===== config.mk =====
export PLATFORM = sky130hd
export DESIGN_NAME = sorted_key_table_core
export DESIGN_NICKNAME = d
export VERILOG_FILES = /design/src/design/skt_pkg.sv /design/src/design/sorted_key_table_core.sv /design/src/design/skt_ram.sv /design/src/design/skt_seq.sv
export SDC_FILE = /design/constraint.sdc
export NUM_CORES = 2
export LEC_CHECK = 0
export BUFFER_PORTS_ARGS = -buffer_cell sky130_fd_sc_hd__clkbuf_2
export CAP_MARGIN = 40
export CORE_ASPECT_RATIO = 1.5
export CORE_MARGIN = 2
export CORE_UTILIZATION = 50
export DETAILED_ROUTE_END_ITERATION = 7
export PLACE_DENSITY = 0.68
export SETUP_SLACK_MARGIN = 0.02
export SYNTH_ARGS = -nofsm -noshare
export SYNTH_HDL_FRONTEND = slang
export SYNTH_SLANG_ARGS = --single-unit

===== constraint.sdc =====
create_clock -name clk -period 5.2 [get_ports clk]
set_clock_uncertainty 0.1 [all_clocks]
set_input_delay 1.04 -clock clk [delete_from_list [all_inputs] [get_ports clk]]
set_output_delay 1.04 -clock clk [all_outputs]
set_load 0.005 [all_outputs]

===== src/design/skt_pkg.sv =====
// ----------------------------------------------------------------------------
// skt_pkg
// Shared types, codes and field widths for the sorted key table.
// ----------------------------------------------------------------------------
package skt_pkg;

  // Default sizing of the table.
  localparam int CAPACITY_DEF  = 64;
  localparam int KEY_WIDTH_DEF = 32;

  // Fixed widths of the port fields.
  localparam int OP_W       = 2;
  localparam int KEY_W      = 32;
  localparam int INDEX_W    = 6;
  localparam int STATUS_W   = 2;
  localparam int VALUE_W    = 32;
  localparam int POSITION_W = 6;
  localparam int COUNT_W    = 7;

  typedef enum logic [OP_W-1:0] {
    OP_INSERT = 2'd0,
    OP_REMOVE = 2'd1,
    OP_FIND   = 2'd2,
    OP_READ   = 2'd3
  } op_t;

  typedef enum logic [STATUS_W-1:0] {
    STATUS_OK      = 2'd0,
    STATUS_FULL    = 2'd1,
    STATUS_RANGE   = 2'd2,
    STATUS_MISSING = 2'd3
  } status_t;

  typedef enum logic [2:0] {
    ST_IDLE,
    ST_SCAN,
    ST_SHIFT_UP,
    ST_SHIFT_DN,
    ST_READ,
    ST_DONE
  } state_t;

  typedef struct packed {
    status_t                 status;
    logic [VALUE_W-1:0]      value;
    logic [POSITION_W-1:0]   position;
    logic [COUNT_W-1:0]      count;
  } result_t;

endpackage


===== src/design/sorted_key_table_core.sv =====
// ----------------------------------------------------------------------------
// sorted_key_table_core
// Table of keys kept in ascending order in one RAM, with insert, remove,
// find and read operations and a selectable signed or unsigned ordering.
// ----------------------------------------------------------------------------
//  Channel  Direction  Handshake            Payload
//  in       input      in_valid/in_ready    op, key, index
//  out      output     out_valid/out_ready  status, value, position, count
//  cfg      input      cfg_valid/cfg_ready  compare_signed
//
// Insert scans for its slot and then moves every later entry up a slot;
// find stops at the first hit and scans every entry on a miss; remove
// moves every entry above index down a slot; read does one RAM read; errors
// on full or bad index skip the RAM. The single RAM read port sets the pace:
// one entry is read and one moved per cycle.
// Reset is synchronous and clears the count, so no RAM clearing pass runs.
// A new transaction is taken while the previous result waits in the output
// register; a stalled output holds the sequencer only at its final step.
// ----------------------------------------------------------------------------
module sorted_key_table_core import skt_pkg::*; #(
  parameter int CAPACITY  = CAPACITY_DEF,
  parameter int KEY_WIDTH = KEY_WIDTH_DEF
) (
  input  logic                  clk,
  input  logic                  rst,
  input  logic                  in_valid,
  output logic                  in_ready,
  input  logic [OP_W-1:0]       op,
  input  logic [KEY_W-1:0]      key,
  input  logic [INDEX_W-1:0]    index,
  output logic                  out_valid,
  input  logic                  out_ready,
  output logic [STATUS_W-1:0]   status,
  output logic [VALUE_W-1:0]    value,
  output logic [POSITION_W-1:0] position,
  output logic [COUNT_W-1:0]    count,
  input  logic                  cfg_valid,
  output logic                  cfg_ready,
  input  logic                  compare_signed
);

  localparam int IDX_W = $clog2(CAPACITY);

  logic                 cmp_signed;
  logic                 res_valid;
  logic                 res_ready;
  result_t              res;
  result_t              out_res;
  logic                 rd_en;
  logic [IDX_W-1:0]     rd_addr;
  logic [KEY_WIDTH-1:0] rd_data;
  logic                 wr_en;
  logic [IDX_W-1:0]     wr_addr;
  logic [KEY_WIDTH-1:0] wr_data;

  assign cfg_ready = 1'b1;
  assign res_ready = !out_valid || out_ready;

  always_ff @(posedge clk) begin
    if (rst) begin
      cmp_signed <= 1'b0;
      out_valid  <= 1'b0;
    end else begin
      if (cfg_valid) begin
        cmp_signed <= compare_signed;
      end
      if (res_valid && res_ready) begin
        out_valid <= 1'b1;
      end else if (out_ready) begin
        out_valid <= 1'b0;
      end
    end
    if (res_valid && res_ready) begin
      out_res <= res;
    end
  end

  assign status   = out_res.status;
  assign value    = out_res.value;
  assign position = out_res.position;
  assign count    = out_res.count;

  skt_seq #(
    .CAPACITY  (CAPACITY),
    .KEY_WIDTH (KEY_WIDTH)
  ) u_seq (
    .clk            (clk),
    .rst            (rst),
    .in_valid       (in_valid),
    .in_ready       (in_ready),
    .op             (op),
    .key            (key),
    .index          (index),
    .compare_signed (cmp_signed),
    .res_valid      (res_valid),
    .res_ready      (res_ready),
    .res_out        (res),
    .rd_en          (rd_en),
    .rd_addr        (rd_addr),
    .rd_data        (rd_data),
    .wr_en          (wr_en),
    .wr_addr        (wr_addr),
    .wr_data        (wr_data)
  );

  skt_ram #(
    .WIDTH (KEY_WIDTH),
    .DEPTH (CAPACITY)
  ) u_ram (
    .clk     (clk),
    .wr_en   (wr_en),
    .wr_addr (wr_addr),
    .wr_data (wr_data),
    .rd_en   (rd_en),
    .rd_addr (rd_addr),
    .rd_data (rd_data)
  );

endmodule


===== src/design/skt_ram.sv =====
// ----------------------------------------------------------------------------
// skt_ram
// Generic simple dual-port RAM: one write port, one read port, registered read.
// ----------------------------------------------------------------------------
module skt_ram #(
  parameter int WIDTH = 32,
  parameter int DEPTH = 64
) (
  input  logic                     clk,
  input  logic                     wr_en,
  input  logic [$clog2(DEPTH)-1:0] wr_addr,
  input  logic [WIDTH-1:0]         wr_data,
  input  logic                     rd_en,
  input  logic [$clog2(DEPTH)-1:0] rd_addr,
  output logic [WIDTH-1:0]         rd_data
);

  logic [WIDTH-1:0] mem [DEPTH];

  always_ff @(posedge clk) begin
    if (wr_en) begin
      mem[wr_addr] <= wr_data;
    end
    if (rd_en) begin
      rd_data <= mem[rd_addr];
    end
  end

endmodule


===== src/design/skt_seq.sv =====
// ----------------------------------------------------------------------------
// skt_seq
// Operation sequencer: scans and shifts the table through the RAM ports,
// keeps the entry count and stages one result per transaction.
// ----------------------------------------------------------------------------
module skt_seq import skt_pkg::*; #(
  parameter int CAPACITY  = CAPACITY_DEF,
  parameter int KEY_WIDTH = KEY_WIDTH_DEF
) (
  input  logic                        clk,
  input  logic                        rst,
  input  logic                        in_valid,
  output logic                        in_ready,
  input  logic [OP_W-1:0]             op,
  input  logic [KEY_W-1:0]            key,
  input  logic [INDEX_W-1:0]          index,
  input  logic                        compare_signed,
  output logic                        res_valid,
  input  logic                        res_ready,
  output result_t                     res_out,
  output logic                        rd_en,
  output logic [$clog2(CAPACITY)-1:0] rd_addr,
  input  logic [KEY_WIDTH-1:0]        rd_data,
  output logic                        wr_en,
  output logic [$clog2(CAPACITY)-1:0] wr_addr,
  output logic [KEY_WIDTH-1:0]        wr_data
);

  localparam int IDX_W = $clog2(CAPACITY);
  localparam int CNT_W = $clog2(CAPACITY + 1);
  localparam int CMP_W = (CNT_W > INDEX_W) ? CNT_W : INDEX_W;

  state_t               state, state_next;
  op_t                  op_q, op_q_next;
  logic [KEY_WIDTH-1:0] key_q, key_q_next;
  logic [CNT_W-1:0]     entry_count, entry_count_next;
  logic [CNT_W-1:0]     rd_ptr, rd_ptr_next;
  logic [CNT_W-1:0]     at_ptr, at_ptr_next;
  logic                 pend, pend_next;
  logic [CNT_W-1:0]     pend_addr, pend_addr_next;
  result_t              res, res_next;

  logic [KEY_WIDTH-1:0] sign_flip;
  logic                 in_range;
  logic [CNT_W-1:0]     idx_n;
  logic                 hit;
  logic                 more;
  logic [CNT_W-1:0]     pend_inc, pend_dec, rd_dec;

  // Signed ordering is unsigned ordering with the sign bit inverted.
  assign sign_flip = compare_signed ? (KEY_WIDTH'(1) << (KEY_WIDTH - 1)) : '0;
  assign in_range  = CMP_W'(index) < CMP_W'(entry_count);
  assign idx_n     = CNT_W'(index);
  assign pend_inc  = pend_addr + CNT_W'(1);
  assign pend_dec  = pend_addr - CNT_W'(1);
  assign rd_dec    = rd_ptr - CNT_W'(1);

  always_comb begin
    if (op_q == OP_INSERT) begin
      hit = pend && ((key_q ^ sign_flip) <= (rd_data ^ sign_flip));
    end else begin
      hit = pend && (rd_data == key_q);
    end
  end

  always_ff @(posedge clk) begin
    if (rst) begin
      state       <= ST_IDLE;
      entry_count <= '0;
      pend        <= 1'b0;
    end else begin
      state       <= state_next;
      entry_count <= entry_count_next;
      pend        <= pend_next;
    end
    op_q      <= op_q_next;
    key_q     <= key_q_next;
    rd_ptr    <= rd_ptr_next;
    at_ptr    <= at_ptr_next;
    pend_addr <= pend_addr_next;
    res       <= res_next;
  end

  always_comb begin
    state_next       = state;
    op_q_next        = op_q;
    key_q_next       = key_q;
    entry_count_next = entry_count;
    rd_ptr_next      = rd_ptr;
    at_ptr_next      = at_ptr;
    pend_next        = pend;
    pend_addr_next   = pend_addr;
    res_next         = res;
    in_ready         = 1'b0;
    res_valid        = 1'b0;
    rd_en            = 1'b0;
    rd_addr          = '0;
    wr_en            = 1'b0;
    wr_addr          = '0;
    wr_data          = rd_data;
    more             = 1'b0;

    case (state)
      ST_IDLE: begin
        in_ready = 1'b1;
        if (in_valid) begin
          op_q_next    = op_t'(op);
          key_q_next   = KEY_WIDTH'(key);
          res_next     = '0;
          pend_next    = 1'b0;
          rd_ptr_next  = '0;
          case (op_t'(op))
            OP_INSERT: begin
              if (entry_count == CNT_W'(CAPACITY)) begin
                res_next.status = STATUS_FULL;
                state_next      = ST_DONE;
              end else begin
                state_next = ST_SCAN;
              end
            end
            OP_REMOVE: begin
              if (!in_range) begin
                res_next.status = STATUS_RANGE;
                state_next      = ST_DONE;
              end else begin
                rd_ptr_next = idx_n + CNT_W'(1);
                state_next  = ST_SHIFT_DN;
              end
            end
            OP_FIND: begin
              state_next = ST_SCAN;
            end
            OP_READ: begin
              if (!in_range) begin
                res_next.status = STATUS_RANGE;
                state_next      = ST_DONE;
              end else begin
                rd_en             = 1'b1;
                rd_addr           = idx_n[IDX_W-1:0];
                res_next.position = POSITION_W'(idx_n);
                state_next        = ST_READ;
              end
            end
            default: begin
              state_next = ST_IDLE;
            end
          endcase
        end
      end

      // One read issued per cycle; the compare looks at the previous read.
      ST_SCAN: begin
        more = rd_ptr < entry_count;
        if (hit) begin
          if (op_q == OP_INSERT) begin
            at_ptr_next = pend_addr;
            rd_ptr_next = entry_count;
            pend_next   = 1'b0;
            state_next  = ST_SHIFT_UP;
          end else begin
            res_next.status   = STATUS_OK;
            res_next.value    = VALUE_W'(rd_data);
            res_next.position = POSITION_W'(pend_addr);
            state_next        = ST_DONE;
          end
        end else if (!pend && !more) begin
          if (op_q == OP_INSERT) begin
            at_ptr_next = entry_count;
            rd_ptr_next = entry_count;
            state_next  = ST_SHIFT_UP;
          end else begin
            res_next.status = STATUS_MISSING;
            state_next      = ST_DONE;
          end
        end else begin
          pend_next      = more;
          pend_addr_next = rd_ptr;
          if (more) begin
            rd_en       = 1'b1;
            rd_addr     = rd_ptr[IDX_W-1:0];
            rd_ptr_next = rd_ptr + CNT_W'(1);
          end
        end
      end

      // Walk down from the top entry, moving each one up a slot.
      ST_SHIFT_UP: begin
        if (pend) begin
          wr_en   = 1'b1;
          wr_addr = pend_inc[IDX_W-1:0];
        end
        if (rd_ptr > at_ptr) begin
          rd_en          = 1'b1;
          rd_addr        = rd_dec[IDX_W-1:0];
          pend_next      = 1'b1;
          pend_addr_next = rd_dec;
          rd_ptr_next    = rd_dec;
        end else if (!pend) begin
          wr_en             = 1'b1;
          wr_addr           = at_ptr[IDX_W-1:0];
          wr_data           = key_q;
          entry_count_next  = entry_count + CNT_W'(1);
          res_next.status   = STATUS_OK;
          res_next.position = POSITION_W'(at_ptr);
          state_next        = ST_DONE;
        end else begin
          pend_next = 1'b0;
        end
      end

      // Walk up from the removed slot, moving each later entry down a slot.
      ST_SHIFT_DN: begin
        if (pend) begin
          wr_en   = 1'b1;
          wr_addr = pend_dec[IDX_W-1:0];
        end
        if (rd_ptr < entry_count) begin
          rd_en          = 1'b1;
          rd_addr        = rd_ptr[IDX_W-1:0];
          pend_next      = 1'b1;
          pend_addr_next = rd_ptr;
          rd_ptr_next    = rd_ptr + CNT_W'(1);
        end else if (!pend) begin
          entry_count_next = entry_count - CNT_W'(1);
          res_next.status  = STATUS_OK;
          state_next       = ST_DONE;
        end else begin
          pend_next = 1'b0;
        end
      end

      ST_READ: begin
        res_next.status = STATUS_OK;
        res_next.value  = VALUE_W'(rd_data);
        state_next      = ST_DONE;
      end

      ST_DONE: begin
        res_valid = 1'b1;
        if (res_ready) begin
          state_next = ST_IDLE;
        end
      end

      default: begin
        state_next = ST_IDLE;
      end
    endcase
  end

  always_comb begin
    res_out       = res;
    res_out.count = COUNT_W'(entry_count);
  end

endmodule


==> parameters.txt <==
Parameter                              Value

Run status
  Run status ... finished clean

Synth
  Async S/R FF share, synth ... 0%
  Register bit count reported by yosys ... 2235
  Area contributors post-synth ... sky130_fd_sc_hd__edfxtp_1 (74%), sky130_fd_sc_hd__nand2_1 (5.9%), sky130_fd_sc_hd__nand3_1 (4.6%), sky130_fd_sc_hd__mux2i_1 (4.2%), sky130_fd_sc_hd__mux4_2 (1.7%)
  EDFF count, synth ... 2222
  Unique cell type count in the Yosys netlist ... 79
  Syn Area/Cell ... 14.5 µm²
  Proportion of netlist area held by the largest area contributor ... 74.4%
  Top post-synthesis cells by count ... sky130_fd_sc_hd__edfxtp_1 (2222), sky130_fd_sc_hd__nand2_1 (1409), sky130_fd_sc_hd__nand3_1 (830), sky130_fd_sc_hd__mux2i_1 (378), sky130_fd_sc_hd__clkbuf_1 (205)
  Cell type contributing the most total cell area after synthesis ... sky130_fd_sc_hd__edfxtp_1
  Post-synthesis net count ... 6303
  Post-Synthesis Cells ... 6195
  Fraction of the yosys area taken by sequential cells ... 74.7%
  Leading register cell type out of synthesis ... sky130_fd_sc_hd__edfxtp_1
  Yosys warnings ... 0
  Summed instance area of the synthesized netlist ... 89700 µm²
  Most common cell in the netlist ... sky130_fd_sc_hd__edfxtp_1

Floorplanning
  DIE WIDTH ... 350 µm
  Die H ... 523 µm
  Placeable core region ... 179000 µm²
  Starting utilization of the core area ... 50.2%
  Placement row count ... 190
  Number of top-level pins ... 96
  Die area ... 183000 µm²

GRT
  Grt met1 use ... 32.7%
  Routing usage on met2 ... 48.3%
  Most crowded layer after global routing ... met2
  Wire length of the first global-routing pass ... 365 mm
  Gr ovfl total ... 0
  Global routing met3 resource utilization ... 4.41%
  Largest net degree at the start of global routing ... 65
  Number of global-route vias before repair ... 55000
  Gr usage total ... 27.4%
  Antenna violations before repair ... 18

Setup path
  CP Class ... flop to flop
  Reg2reg path depth ... 16
  RR Startpoint ... u_ram.rd_data[11]$_DFFE_PP_
  Critical Path Sink Type ... flop
  Data arrival time of the worst path ... 5.59 ns
  Worst flop-to-flop path endpoint ... u_ram.rd_data[19]$_DFFE_PP_
  Nature of the critical path startpoint ... flop
  Peak fanout along the critical path ... 34
  End point of the critical path ... u_ram.rd_data[19]$_DFFE_PP_
  Worst setup path startpoint ... u_ram.rd_data[11]$_DFFE_PP_
  Req. time, crit path ... 5.69 ns
  Worst setup slack for register-to-register paths ... 0.11 ns

Pwr
  Pwr Density ... 496 nW/µm²
  Fraction of power consumed by combinational cells ... 26.8%
  Reg power frac ... 45.8%
  Lkg Pwr ... 36.2 nW
  Clock power share ... 27.4%
  Peak supply drop ... 0.334 mV
  Switch share ... 31.5%
  Net Sw Power ... 0.0162 W
  Cell-internal power ... 0.0353 W

Place
  Total placed cells including tap cells ... 8775
  Area post-placement ... 97700 µm²
  Number of I/O port buffers ... 94
  Routability-driven placement congestion ratio ... 0.921
  Post-DP HPWL ... 156 mm

Layout
  Non-filler cells, final ... 9140
  Post-route cell area ... 104000 µm²
  Final #Nets ... 6687
  Area added between synthesis and finish ... 15.9%
  Layout cell share with drive strength beyond 1 ... 15.0%
  Number of filler cells placed in the layout ... 13400

CTS
  Sinks on Clock Net ... 2235
  Total CTS buffers ... 197
  Maximum clock path buffer count ... 4
  Clock tree from TritonCTS ... built
  Clk Tree Root Cell ... sky130_fd_sc_hd__clkbuf_16
  Clock latency at the later pin of the worst-skew pair ... 0.84 ns
  CTS H-Tree Depth ... 4
  Clock slew at the register clock pins of the worst setup and hold paths ... 0.06 ns

STA
  Total count of max-transition violations in the final report ... 0
  Total Negative Setup Slacks ... 0 ns
  Crit share post-route ... 98.0%
  Maximum clock frequency ... 196 MHz
  Actual transition at the worst max-transition pin ... 0.961 ns
  Max-slew headroom at the worst pin ... 35.7%
  Final Critical Period ... 5.09 ns
  Smallest hold slack ... 0.290 ns
  Endpoints failing setup ... 0
  Setup repair after global routing missed its margin ... false
  Hold Violations, Final ... 0

Detailed routing
  Total length of routed wires ... 253 mm
  Initial drt markers ... 6181
  Detailed-route vias per instance ... 6.09
  Post-route antenna net violation count ... 0
  DRC violations left ... 0
  DR vias ... 55700
  Post-detailed-route wirelength per cell ... 27.7 µm
  First-pass detailed-route iteration total ... 6

Run
  MaxCap Viol Count ... 0

Worst hold path
  Min-delay worst type ... input pin to flop
## power groups by stage
stage / clock, W / sequential [W] / combinational (W)
2_1_floorplan: 0 / 0.0241 / 0.00700
3_3_place_gp: 0 / 0.0240 / 0.0130
3_5_place_dp: 0 / 0.0240 / 0.0135
4_1_cts: 0.0142 / 0.0236 / 0.0136
5_1_grt: 0.0149 / 0.0236 / 0.0146
6_report: 0.0141 / 0.0236 / 0.0138
## layout make-up
| type | instances | area, µm² | share of cell area (%) |
|---|---|---|---|
| Clock inverter | 101 | 817 | 0.786 |
| Multi-Input combinational cell | 3519 | 21800 | 20.9 |
| Inverter | 67 | 251 | 0.242 |
| Clock buffer | 251 | 5260 | 5.06 |
| Tap cell | 2400 | 3000 | 2.89 |
| Timing Repair Buffer | 559 | 5850 | 5.63 |
| Antenna cell | 8 | 20.0 | 0.0193 |
| Sequential cell | 2235 | 67000 | 64.4 |
## metal layers
layer	part of all wire (%)	wire, µm
met5	0.058	148
met4	5.2	13100
met3	8.7	22000
met2	51	129000
met1	35	89100
## flip-flops by register name, summed over array words and instances, names as in the netlist, 2 cells and up
register,count
count,7
position,6
status,2
u_ram.mem,2048
u_ram.rd_data,32
u_seq.at_ptr,7
u_seq.entry_count,7
u_seq.key_q,32
u_seq.op_q,2
u_seq.pend_addr,7
u_seq.rd_ptr,7
u_seq.res_out,40
u_seq.state,3
value,32
## worst max-delay path, stage by stage, from the launching register on
cell and delay (ns):
sky130_fd_sc_hd__edfxtp_1 0.45, sky130_fd_sc_hd__inv_1 0.15, sky130_fd_sc_hd__ha_1 0.35, sky130_fd_sc_hd__nand4_1 0.23
sky130_fd_sc_hd__nor4_4 0.38, sky130_fd_sc_hd__nor4b_2 0.31, sky130_fd_sc_hd__buf_4 0.17, sky130_fd_sc_hd__o2111a_2 0.32
sky130_fd_sc_hd__buf_4 0.18, sky130_fd_sc_hd__o21a_4 0.25, sky130_fd_sc_hd__buf_12 0.27, sky130_fd_sc_hd__buf_12 0.22
sky130_fd_sc_hd__buf_12 0.23, sky130_fd_sc_hd__nand3_1 0.12, sky130_fd_sc_hd__a32oi_1 0.22, sky130_fd_sc_hd__nand4b_1 0.39
sky130_fd_sc_hd__and4_1 0.37
## per-stage QoR
| step | setup slack [ns] | utilization (%) | power (W) |
|---|---|---|---|
| finish | 0.105 | 58.2 | 0.0516 |
| CTS | 0.0265 | 58.2 | 0.0514 |
| floorplan | -0.162 | - | 0.0311 |
| global placement | -0.194 | 54.6 | 0.0369 |
| global route | 0.0251 | 58.2 | 0.0531 |
| detailed placement | -0.164 | 54.7 | 0.0375 |
## cell families after synthesis
group	synth area share, %
other	0.00418
and+or+nand+nor	12.8
DFF	74.7
adders and majority gates	0.873
xor gates and xnor gates	0.273
muxes	6.00
buffers and inverters	2.15
AOI/OAI and AO/OA	3.23
## what timing repair did
action                     4_1_cts  5_1_grt
hold buffers                     0        0
cloned                           0        2
setup endpoints to repair       11       15
gates resized for setup          3       12
pin swaps                        1        4
setup buffers                    3        0
## how the worst min path moves through the flow
stage	start	end	slack, ns	cells after the start
after global placement	u_seq.res_out[18]$_SDFFCE_PN0P_	value[5]$_DFFE_PP_	0.30	0
after floorplan	u_seq.res_out[7]$_DFFE_PP_	position[0]$_DFFE_PP_	0.30	0
after global routing	key[2]	u_seq.key_q[2]$_DFFE_PP_	0.27	1
after detailed placement	u_seq.res_out[13]$_SDFFCE_PN0P_	value[0]$_DFFE_PP_	0.30	0
final	key[2]	u_seq.key_q[2]$_DFFE_PP_	0.29	1
after CTS	key[2]	u_seq.key_q[2]$_DFFE_PP_	0.24	1
## cell usage in the layout (no fill, tap or decap), drive strengths merged, types with 10 or more instances in the layout
cell type and instances:
edfxtp 2222, nand2 1409, nand3 830, buf 463, mux2i 378, clkbuf 347
a32oi 128, nor2 128, clkinv 81, mux4 68, inv 67, a31oi 66
ha 61, o21ai 60, nand4b 59, a21oi 49, nor3 48, and4 31
nand4 17, xnor2 17, bufinv 14, a21o 13, dfxtp 13, xor2 11
nand2b 10
Power figures use the tool's default switching activity.
